$ cat config.mk
export PLATFORM = sky130hd
export DESIGN_NAME = matrix_add_sub_mul_transpose
export DESIGN_NICKNAME = d
export VERILOG_FILES = /design/src/design/mamst_pkg.sv /design/src/design/mamst_ram.sv /design/src/design/mamst_front.sv /design/src/design/mamst_back.sv /design/src/design/matrix_add_sub_mul_transpose.sv
export SDC_FILE = /design/constraint.sdc
export NUM_CORES = 2
export LEC_CHECK = 0
export BUFFER_PORTS_ARGS = -buffer_cell sky130_fd_sc_hd__buf_2
export CAP_MARGIN = 15
export CORE_ASPECT_RATIO = 0.7
export CORE_MARGIN = 3
export CORE_UTILIZATION = 50
export DETAILED_ROUTE_END_ITERATION = 10
export MAX_ROUTING_LAYER = met4
export PLACE_DENSITY_LB_ADDON = 0.2
export SLEW_MARGIN = 20
export SYNTH_ARGS = -nofsm -noshare
export SYNTH_HDL_FRONTEND = slang
export SYNTH_SLANG_ARGS = --single-unit
$ cat constraint.sdc
create_clock -name i_clk -period 8.3 [get_ports i_clk]
set_clock_uncertainty 0.15 [all_clocks]
set_input_delay 1.66 -clock i_clk [delete_from_list [all_inputs] [get_ports i_clk]]
set_output_delay 1.66 -clock i_clk [all_outputs]
set_load 0.05 [all_outputs]
$ cat src/design/mamst_pkg.sv
`timescale 1ns / 1ps

package mamst_pkg;

    localparam int VAL_W       = 35;
    localparam int QUEUE_DEPTH = 4;
    localparam int CFG_IDX_W   = 3;

    localparam logic [1:0] MODE_WR_A = 2'd0;
    localparam logic [1:0] MODE_WR_B = 2'd1;
    localparam logic [1:0] MODE_RUN  = 2'd2;

    localparam logic [1:0] OP_ADD = 2'd0;
    localparam logic [1:0] OP_SUB = 2'd1;
    localparam logic [1:0] OP_MUL = 2'd2;
    localparam logic [1:0] OP_TRN = 2'd3;

    localparam logic [CFG_IDX_W-1:0] CFG_OP     = 3'd0;
    localparam logic [CFG_IDX_W-1:0] CFG_ROWS_A = 3'd1;
    localparam logic [CFG_IDX_W-1:0] CFG_COLS_A = 3'd2;
    localparam logic [CFG_IDX_W-1:0] CFG_COLS_B = 3'd3;

    typedef enum logic [1:0] {
        K_WR_A,
        K_WR_B,
        K_RUN
    } t_kind;

    typedef struct packed {
        t_kind              kind;
        logic [2:0]         row;
        logic [2:0]         col;
        logic signed [15:0] value;
    } t_cmd;

    typedef struct packed {
        logic [1:0] op;
        logic [3:0] rows_a;
        logic [3:0] cols_a;
        logic [3:0] cols_b;
    } t_cfg;

    typedef struct packed {
        logic [2:0] row;
        logic [2:0] col;
        logic       first;
        logic       last_t;
        logic       last;
    } t_meta;

endpackage

$ cat src/design/mamst_ram.sv
`timescale 1ns / 1ps

module mamst_ram #(
    parameter int WIDTH = 16,
    parameter int DEPTH = 64
) (
    input  logic                     i_clk,
    input  logic                     i_we,
    input  logic [$clog2(DEPTH)-1:0] i_waddr,
    input  logic [WIDTH-1:0]         i_wdata,
    input  logic                     i_re,
    input  logic [$clog2(DEPTH)-1:0] i_raddr,
    output logic [WIDTH-1:0]         o_rdata
);

    logic [WIDTH-1:0] r_mem [DEPTH];
    logic [WIDTH-1:0] r_rdata;

    always_ff @(posedge i_clk) begin
        if (i_we) begin
            r_mem[i_waddr] <= i_wdata;
        end
        if (i_re) begin
            r_rdata <= r_mem[i_raddr];
        end
    end

    assign o_rdata = r_rdata;

endmodule

$ cat src/design/mamst_front.sv
`timescale 1ns / 1ps

module mamst_front #(
    parameter int MAX_DIM = 8
) (
    input  logic                i_clk,
    input  logic                i_rst_n,
    input  logic                i_in_valid,
    output logic                o_in_stall,
    input  logic [1:0]          i_mode,
    input  logic [2:0]          i_row,
    input  logic [2:0]          i_col,
    input  logic signed [15:0]  i_value,
    output logic                o_cmd_valid,
    output mamst_pkg::t_cmd     o_cmd,
    input  logic                i_cmd_pop
);

    import mamst_pkg::*;

    localparam int PTR_W = $clog2(QUEUE_DEPTH);
    localparam int CNT_W = $clog2(QUEUE_DEPTH + 1);

    t_cmd             r_q [QUEUE_DEPTH];
    logic [PTR_W-1:0] r_wp;
    logic [PTR_W-1:0] r_rp;
    logic [CNT_W-1:0] r_cnt;
    logic [CNT_W-1:0] n_cnt;

    logic  accept;
    logic  keep;
    logic  in_range;
    logic  push;
    t_kind kind;

    assign o_in_stall  = (r_cnt == CNT_W'(QUEUE_DEPTH));
    assign accept      = i_in_valid && !o_in_stall;
    assign in_range    = (int'(i_row) < MAX_DIM) && (int'(i_col) < MAX_DIM);

    always_comb begin
        kind = K_RUN;
        keep = 1'b0;
        case (i_mode)
            MODE_WR_A: begin
                kind = K_WR_A;
                keep = in_range;
            end
            MODE_WR_B: begin
                kind = K_WR_B;
                keep = in_range;
            end
            MODE_RUN: begin
                kind = K_RUN;
                keep = 1'b1;
            end
            default: begin
                kind = K_RUN;
                keep = 1'b0;
            end
        endcase
    end

    assign push = accept && keep;

    always_comb begin
        n_cnt = r_cnt;
        if (push && !i_cmd_pop) begin
            n_cnt = r_cnt + CNT_W'(1);
        end else if (!push && i_cmd_pop) begin
            n_cnt = r_cnt - CNT_W'(1);
        end
    end

    always_ff @(posedge i_clk) begin
        if (!i_rst_n) begin
            r_wp  <= '0;
            r_rp  <= '0;
            r_cnt <= '0;
        end else begin
            r_cnt <= n_cnt;
            if (push) begin
                r_wp <= r_wp + PTR_W'(1);
            end
            if (i_cmd_pop) begin
                r_rp <= r_rp + PTR_W'(1);
            end
        end
    end

    always_ff @(posedge i_clk) begin
        if (push) begin
            r_q[r_wp] <= '{kind: kind, row: i_row, col: i_col, value: i_value};
        end
    end

    assign o_cmd_valid = (r_cnt != '0);
    assign o_cmd       = r_q[r_rp];

endmodule

$ cat src/design/mamst_back.sv
`timescale 1ns / 1ps

module mamst_back #(
    parameter int MAX_DIM       = 8,
    parameter int ELEMENT_WIDTH = 16
) (
    input  logic                                i_clk,
    input  logic                                i_rst_n,
    input  mamst_pkg::t_cfg                     i_cfg,
    input  logic                                i_cmd_valid,
    input  mamst_pkg::t_cmd                     i_cmd,
    output logic                                o_cmd_pop,
    output logic                                o_out_valid,
    input  logic                                i_out_stall,
    output logic [2:0]                          o_out_row,
    output logic [2:0]                          o_out_col,
    output logic signed [mamst_pkg::VAL_W-1:0]  o_out_value,
    output logic                                o_last
);

    import mamst_pkg::*;

    localparam int IDX_W  = (MAX_DIM > 1) ? $clog2(MAX_DIM) : 1;
    localparam int ADDR_W = 2 * IDX_W;
    localparam int DEPTH  = 1 << ADDR_W;
    localparam int EW     = ELEMENT_WIDTH;

    typedef enum logic [1:0] {
        S_IDLE = 2'b01,
        S_RUN  = 2'b10
    } t_state;

    t_state           r_state;
    t_state           n_state;
    logic [1:0]       r_op;
    logic [3:0]       r_nr;
    logic [3:0]       r_nc;
    logic [3:0]       r_nt;
    logic [IDX_W-1:0] r_r;
    logic [IDX_W-1:0] r_c;
    logic [IDX_W-1:0] r_t;
    logic [IDX_W-1:0] n_r;
    logic [IDX_W-1:0] n_c;
    logic [IDX_W-1:0] n_t;

    logic             r_b_vld;
    t_meta            r_b_meta;
    logic [1:0]       r_b_op;
    logic             r_c_vld;
    t_meta            r_c_meta;
    logic [1:0]       r_c_op;
    logic signed [VAL_W-1:0] r_c_val;
    logic signed [VAL_W-1:0] r_acc;
    logic             r_out_vld;
    logic [2:0]       r_out_row;
    logic [2:0]       r_out_col;
    logic signed [VAL_W-1:0] r_out_val;
    logic             r_out_last;

    logic              advance;
    logic              pop;
    logic              issue;
    logic              last_t;
    logic              last_c;
    logic              last_r;
    t_meta             meta;
    logic [ADDR_W-1:0] waddr;
    logic [EW-1:0]     wdata;
    logic signed [31:0] w32;
    logic              we_a;
    logic              we_b;
    logic [ADDR_W-1:0] raddr_a;
    logic [ADDR_W-1:0] raddr_b;
    logic [EW-1:0]     rdata_a;
    logic [EW-1:0]     rdata_b;
    logic signed [EW-1:0]    sa;
    logic signed [EW-1:0]    sb;
    logic signed [VAL_W-1:0] sa_x;
    logic signed [VAL_W-1:0] sb_x;
    logic signed [2*EW-1:0]  prod;
    logic signed [63:0]      prod_x;
    logic signed [VAL_W-1:0] b_val;
    logic signed [VAL_W-1:0] acc_sum;

    assign advance   = !r_out_vld || !i_out_stall;
    assign pop       = i_cmd_valid && (r_state == S_IDLE);
    assign o_cmd_pop = pop;
    assign issue     = (r_state == S_RUN) && advance;

    assign waddr = {i_cmd.row[IDX_W-1:0], i_cmd.col[IDX_W-1:0]};
    assign w32   = 32'(i_cmd.value);
    assign wdata = w32[EW-1:0];
    assign we_a  = pop && (i_cmd.kind == K_WR_A);
    assign we_b  = pop && (i_cmd.kind == K_WR_B);

    assign last_t = (4'(r_t) == r_nt - 4'd1);
    assign last_c = (4'(r_c) == r_nc - 4'd1);
    assign last_r = (4'(r_r) == r_nr - 4'd1);

    always_comb begin
        case (r_op)
            OP_TRN: begin
                raddr_a = {r_c, r_r};
                raddr_b = {r_r, r_c};
            end
            OP_MUL: begin
                raddr_a = {r_r, r_t};
                raddr_b = {r_t, r_c};
            end
            default: begin
                raddr_a = {r_r, r_c};
                raddr_b = {r_r, r_c};
            end
        endcase
    end

    assign meta = '{row: 3'(r_r), col: 3'(r_c), first: (r_t == '0), last_t: last_t,
                    last: last_t && last_c && last_r};

    always_comb begin
        n_state = r_state;
        n_r     = r_r;
        n_c     = r_c;
        n_t     = r_t;
        if (pop && (i_cmd.kind == K_RUN)) begin
            n_state = S_RUN;
            n_r     = '0;
            n_c     = '0;
            n_t     = '0;
        end else if (issue) begin
            if (!last_t) begin
                n_t = r_t + IDX_W'(1);
            end else begin
                n_t = '0;
                if (!last_c) begin
                    n_c = r_c + IDX_W'(1);
                end else begin
                    n_c = '0;
                    if (!last_r) begin
                        n_r = r_r + IDX_W'(1);
                    end else begin
                        n_state = S_IDLE;
                    end
                end
            end
        end
    end

    always_ff @(posedge i_clk) begin
        if (!i_rst_n) begin
            r_state   <= S_IDLE;
            r_b_vld   <= 1'b0;
            r_c_vld   <= 1'b0;
            r_out_vld <= 1'b0;
        end else begin
            r_state <= n_state;
            if (advance) begin
                r_b_vld   <= issue;
                r_c_vld   <= r_b_vld;
                r_out_vld <= r_c_vld && r_c_meta.last_t;
            end
        end
    end

    always_ff @(posedge i_clk) begin
        r_r <= n_r;
        r_c <= n_c;
        r_t <= n_t;
        if (pop && (i_cmd.kind == K_RUN)) begin
            r_op <= i_cfg.op;
            case (i_cfg.op)
                OP_MUL: begin
                    r_nr <= i_cfg.rows_a;
                    r_nc <= i_cfg.cols_b;
                    r_nt <= i_cfg.cols_a;
                end
                OP_TRN: begin
                    r_nr <= i_cfg.cols_a;
                    r_nc <= i_cfg.rows_a;
                    r_nt <= 4'd1;
                end
                default: begin
                    r_nr <= i_cfg.rows_a;
                    r_nc <= i_cfg.cols_a;
                    r_nt <= 4'd1;
                end
            endcase
        end
    end

    mamst_ram #(
        .WIDTH (EW),
        .DEPTH (DEPTH)
    ) u_ram_a (
        .i_clk   (i_clk),
        .i_we    (we_a),
        .i_waddr (waddr),
        .i_wdata (wdata),
        .i_re    (advance),
        .i_raddr (raddr_a),
        .o_rdata (rdata_a)
    );

    mamst_ram #(
        .WIDTH (EW),
        .DEPTH (DEPTH)
    ) u_ram_b (
        .i_clk   (i_clk),
        .i_we    (we_b),
        .i_waddr (waddr),
        .i_wdata (wdata),
        .i_re    (advance),
        .i_raddr (raddr_b),
        .o_rdata (rdata_b)
    );

    assign sa     = rdata_a;
    assign sb     = rdata_b;
    assign sa_x   = VAL_W'(sa);
    assign sb_x   = VAL_W'(sb);
    assign prod   = sa * sb;
    assign prod_x = 64'(prod);

    always_comb begin
        case (r_b_op)
            OP_ADD:  b_val = sa_x + sb_x;
            OP_SUB:  b_val = sa_x - sb_x;
            OP_MUL:  b_val = prod_x[VAL_W-1:0];
            default: b_val = sa_x;
        endcase
    end

    assign acc_sum = (r_c_meta.first ? '0 : r_acc) + r_c_val;

    always_ff @(posedge i_clk) begin
        if (advance) begin
            r_b_meta <= meta;
            r_b_op   <= r_op;
            r_c_meta <= r_b_meta;
            r_c_op   <= r_b_op;
            r_c_val  <= b_val;
            if (r_c_vld) begin
                r_acc      <= acc_sum;
                r_out_row  <= r_c_meta.row;
                r_out_col  <= r_c_meta.col;
                r_out_last <= r_c_meta.last;
                r_out_val  <= (r_c_op == OP_MUL) ? acc_sum : r_c_val;
            end
        end
    end

    assign o_out_valid = r_out_vld;
    assign o_out_row   = r_out_row;
    assign o_out_col   = r_out_col;
    assign o_out_value = r_out_val;
    assign o_last      = r_out_last;

endmodule

$ cat src/design/matrix_add_sub_mul_transpose.sv
`timescale 1ns / 1ps
// Load transfers are taken one per cycle while o_in_stall is low, queued, and written to matrix
// memory when the back end is idle. A compute transfer is taken from the queue only when idle;
// its results follow one per cycle for add, subtract and transpose while the output is not
// stalled, and for multiply each result sums cols_a products over a row of A and column of B.
// Reset clears control state and sets the registers to add with all sizes one;
// matrix contents are undefined until written.

module matrix_add_sub_mul_transpose #(
    parameter int MAX_DIM       = 8,
    parameter int ELEMENT_WIDTH = 16
) (
    input  logic                                i_clk,
    input  logic                                i_rst_n,
    input  logic                                i_in_valid,
    output logic                                o_in_stall,
    input  logic [1:0]                          i_mode,
    input  logic [2:0]                          i_row,
    input  logic [2:0]                          i_col,
    input  logic signed [15:0]                  i_value,
    output logic                                o_out_valid,
    input  logic                                i_out_stall,
    output logic [2:0]                          o_out_row,
    output logic [2:0]                          o_out_col,
    output logic signed [mamst_pkg::VAL_W-1:0]  o_out_value,
    output logic                                o_last,
    input  logic                                i_cfg_valid,
    output logic                                o_cfg_ready,
    input  logic [mamst_pkg::CFG_IDX_W-1:0]     i_cfg_index,
    input  logic [15:0]                         i_cfg_data
);

    import mamst_pkg::*;

    logic [1:0] r_op;
    logic [3:0] r_rows_a;
    logic [3:0] r_cols_a;
    logic [3:0] r_cols_b;
    logic       cfg_we;
    t_cfg       cfg;
    logic       cmd_valid;
    t_cmd       cmd;
    logic       cmd_pop;

    function automatic logic [3:0] dim_sat(input logic [3:0] d);
        logic [3:0] res;
        if (d == 4'd0) begin
            res = 4'd1;
        end else if (int'(d) > MAX_DIM) begin
            res = 4'(MAX_DIM);
        end else begin
            res = d;
        end
        return res;
    endfunction

    assign o_cfg_ready = 1'b1;
    assign cfg_we      = i_cfg_valid && o_cfg_ready;

    always_ff @(posedge i_clk) begin
        if (!i_rst_n) begin
            r_op     <= OP_ADD;
            r_rows_a <= 4'd1;
            r_cols_a <= 4'd1;
            r_cols_b <= 4'd1;
        end else if (cfg_we) begin
            case (i_cfg_index)
                CFG_OP:     r_op     <= i_cfg_data[1:0];
                CFG_ROWS_A: r_rows_a <= i_cfg_data[3:0];
                CFG_COLS_A: r_cols_a <= i_cfg_data[3:0];
                CFG_COLS_B: r_cols_b <= i_cfg_data[3:0];
                default: begin
                end
            endcase
        end
    end

    assign cfg = '{op: r_op, rows_a: dim_sat(r_rows_a), cols_a: dim_sat(r_cols_a),
                   cols_b: dim_sat(r_cols_b)};

    mamst_front #(
        .MAX_DIM (MAX_DIM)
    ) u_front (
        .i_clk       (i_clk),
        .i_rst_n     (i_rst_n),
        .i_in_valid  (i_in_valid),
        .o_in_stall  (o_in_stall),
        .i_mode      (i_mode),
        .i_row       (i_row),
        .i_col       (i_col),
        .i_value     (i_value),
        .o_cmd_valid (cmd_valid),
        .o_cmd       (cmd),
        .i_cmd_pop   (cmd_pop)
    );

    mamst_back #(
        .MAX_DIM       (MAX_DIM),
        .ELEMENT_WIDTH (ELEMENT_WIDTH)
    ) u_back (
        .i_clk       (i_clk),
        .i_rst_n     (i_rst_n),
        .i_cfg       (cfg),
        .i_cmd_valid (cmd_valid),
        .i_cmd       (cmd),
        .o_cmd_pop   (cmd_pop),
        .o_out_valid (o_out_valid),
        .i_out_stall (i_out_stall),
        .o_out_row   (o_out_row),
        .o_out_col   (o_out_col),
        .o_out_value (o_out_value),
        .o_last      (o_last)
    );

endmodule

==> impl_metrics.tcl <==
set metrics [dict create \
    yosys_most_used_dff "edfxtp_1" \
    cts_resized 0 \
    clk_latency_ps 880 \
    cp.required_ps 8650 \
    critical_path_class "reg -> reg" \
    cpMaxStageDelayCell "fa_1" \
    avgViaCountPerCell 6.014 \
    slew_violations 0 \
    die_y_um 386.9 \
    yosysWarnings 0 \
    via_count 52629 \
    synth_edf_count 2321 \
    arrival_ps 7720 \
    period_minus_slack_ps 7364 \
    max_stage_delay_ps 960 \
    synth_cells 5588 \
    hold_class "reg -> reg" \
    hold_buffers 0 \
    synthDistinctLibCells 82 \
    die_w_um 550.2 \
    dp_hpwl_mm 149.1 \
    wl_mm 246.1 \
    cp_common_cell "fa_1" \
    fin_cells 8751 \
    avgSynthCellArea_um2 18.55 \
    start_util 0.5041 \
    critPathBufInv 3 \
    fin_crit_sh 0.8872 \
    slew-limit-headroom 0.2066 \
    numPortBuffers 79 \
    grt_overflow 0 \
    synth_nets 6063 \
    die_area_um2 212900 \
    synthTopCellsByArea "edfxtp_1 67%, mux4_2 13%, fa_1 5.1%, ha_1 1.9%, inv_1 1.3%" \
    postRouteAntennaNets 0 \
    wl_per_cell_um 28.12 \
    drtIter0Drc 6481 \
    num_rows 139 \
    antenna_found_initial 12 \
    place_congestion 0.8400 \
    hold_viol 0 \
    max_clock_freq_ghz 0.1358 \
    ys_ff_latch 2358 \
    rrSetupSlack_ps 940 \
    postCtsSetupRepairBufs 0 \
    grt_first_pass_wirelength_mm 364.6 \
    ios 93 \
    cts_tree "done" \
    status "completed" \
    fin_hold_ws_ps 270.1 \
    clk_pin_slew_worst_paths_ps 70 \
    tns_ps 0 \
    h-tree-depth 4 \
    synth.top_cells.by_count "2321 x edfxtp_1, 606 x mux4_2, 348 x inv_1, 266 x fa_1, 240 x nor2_1" \
    worst_pin_slew_ps 1183 \
    synth.top_cell.area_share 0.6725 \
    clock_path_buffers 4 \
    drive_gt1_frac 0.2120 \
    crit_path_end_kind "register" \
    crit_family "adder cells" \
    cts_inserted_buffers 219 \
    nets 6307 \
    setup_viol 0 \
    syn_area_um2 103600 \
    synth_async_sr_flop_share 0 \
    synth_seq_area_share 0.6797 \
    grt_setup_unrepaired "no" \
    synth_most_common_cell "edfxtp_1" \
    grt_usage 0.2403 \
    first_global_vias 52558 \
    fin_util 0.5584 \
    grt_max_degree 138 \
    synth_area_leader_cell "edfxtp_1" \
    drc_errors 0 \
    crit_fanout 17 \
    cap_violations 0 \
    fp.coreArea_um2 205600 \
    dr.pass1.iters 5 \
    cp-start-kind "register" \
    syn_to_final_growth_pct 10.75 \
    path_cells "nand2_1 > inv_1 > fa_1 > fa_1 > fa_1 > fa_1 > fa_1 > inv_1 > fa_1 > inv_1 > ha_1 > a21o_1 > a211oi_1 > o21ai_0 > o22a_1 > o211ai_1 > nand3_1 > a31oi_1 > xnor2_1 > o21ai_1" \
    clock_sinks 2358 \
    dp_cells 8360 \
    clockRootBuffer "clkbuf_16" \
]
-- path summary, 6_finish.rpt --
| path | from | end | depth (start not counted) |
|---|---|---|---|
| worst max-delay path | u_back.u_ram_b.o_rdata[1] | u_back.r_c_val[33] | 20 |
| worst min-delay path | u_back.r_c_meta[5] | u_back.o_out_col[2] | 0 |
| worst max register to register | u_back.u_ram_b.o_rdata[1] | u_back.r_c_val[33] | 20 |
| worst min register to register | u_back.r_c_meta[5] | u_back.o_out_col[2] | 0 |
-- state kept, by name (all words and copies together), names as in the netlist, 4 cells and up, named ones only --
signal                  flops
r_cols_b                    4
u_front.r_q                96
u_back.r_acc               35
r_rows_a                    4
u_back.o_out_value         35
u_back.r_c_meta             9
u_back.r_b_meta             9
u_back.u_ram_b.r_mem     1024
r_cols_a                    4
u_back.u_ram_a.r_mem     1024
u_back.r_nr                 4
u_back.r_nt                 4
u_back.r_c_val             32
u_back.r_nc                 4
u_back.u_ram_b.o_rdata     16
u_back.u_ram_a.o_rdata     16
-- logic make-up after synthesis --
group / synth area share
DFF: 0.6797
and+or+nand+nor: 0.04049
muxes: 0.1448
buffers and inverters: 0.02394
AOI/OAI and AO/OA: 0.03116
adders and majority gates: 0.07082
xor gates and xnor gates: 0.009127
other: 0.00003618
-- metal layers --
metal / up-vias / part of all wire / global-route usage
met5: - / 0 / -
met4: 0 / 0.017 / 0.04267
met3: 295 / 0.089 / 0.04651
met2: 2137 / 0.44 / 0.3292
met1: 27932 / 0.46 / 0.3803
li1: 22265 / - / -
-- cell type report --
type / instances / area (um^2)
fill: 15603 / 90790
sequential: 2358 / 70450
tap: 2749 / 3440
clock buffer: 281 / 5777
antenna: 2 / 5.005
clock inverter: 108 / 759.5
multi-input combinational: 2618 / 30970
inverter: 350 / 1314
timing repair buffer: 285 / 2069
-- metrics by stage --
step | worst slack (ps) | instance area, um^2
after floorplan | 1920 | 103600
after global placement | 955.1 | 108200
after detailed placement | 1021 | 108200
after CTS | 986.2 | 114800
after global routing | 376.3 | 114800
final | 936.2 | 114800
-- cell usage in the layout (no fill, tap or decap), drive strengths merged, types with 31 or more instances in the layout --
cell type,n
o21ai,79
mux4,606
xor2,34
nand2,226
a211oi,142
fa,266
buf,285
clkbuf,281
clkinv,86
mux2,31
and2,129
a21oi,138
nor2b,129
inv,355
ha,161
dfxtp,37
xnor2,74
mux2i,100
edfxtp,2321
nor2,240
Power is left out: the tool's default activity adds up to more than one toggle a clock period on the data nets, which glitch-free logic cannot reach.
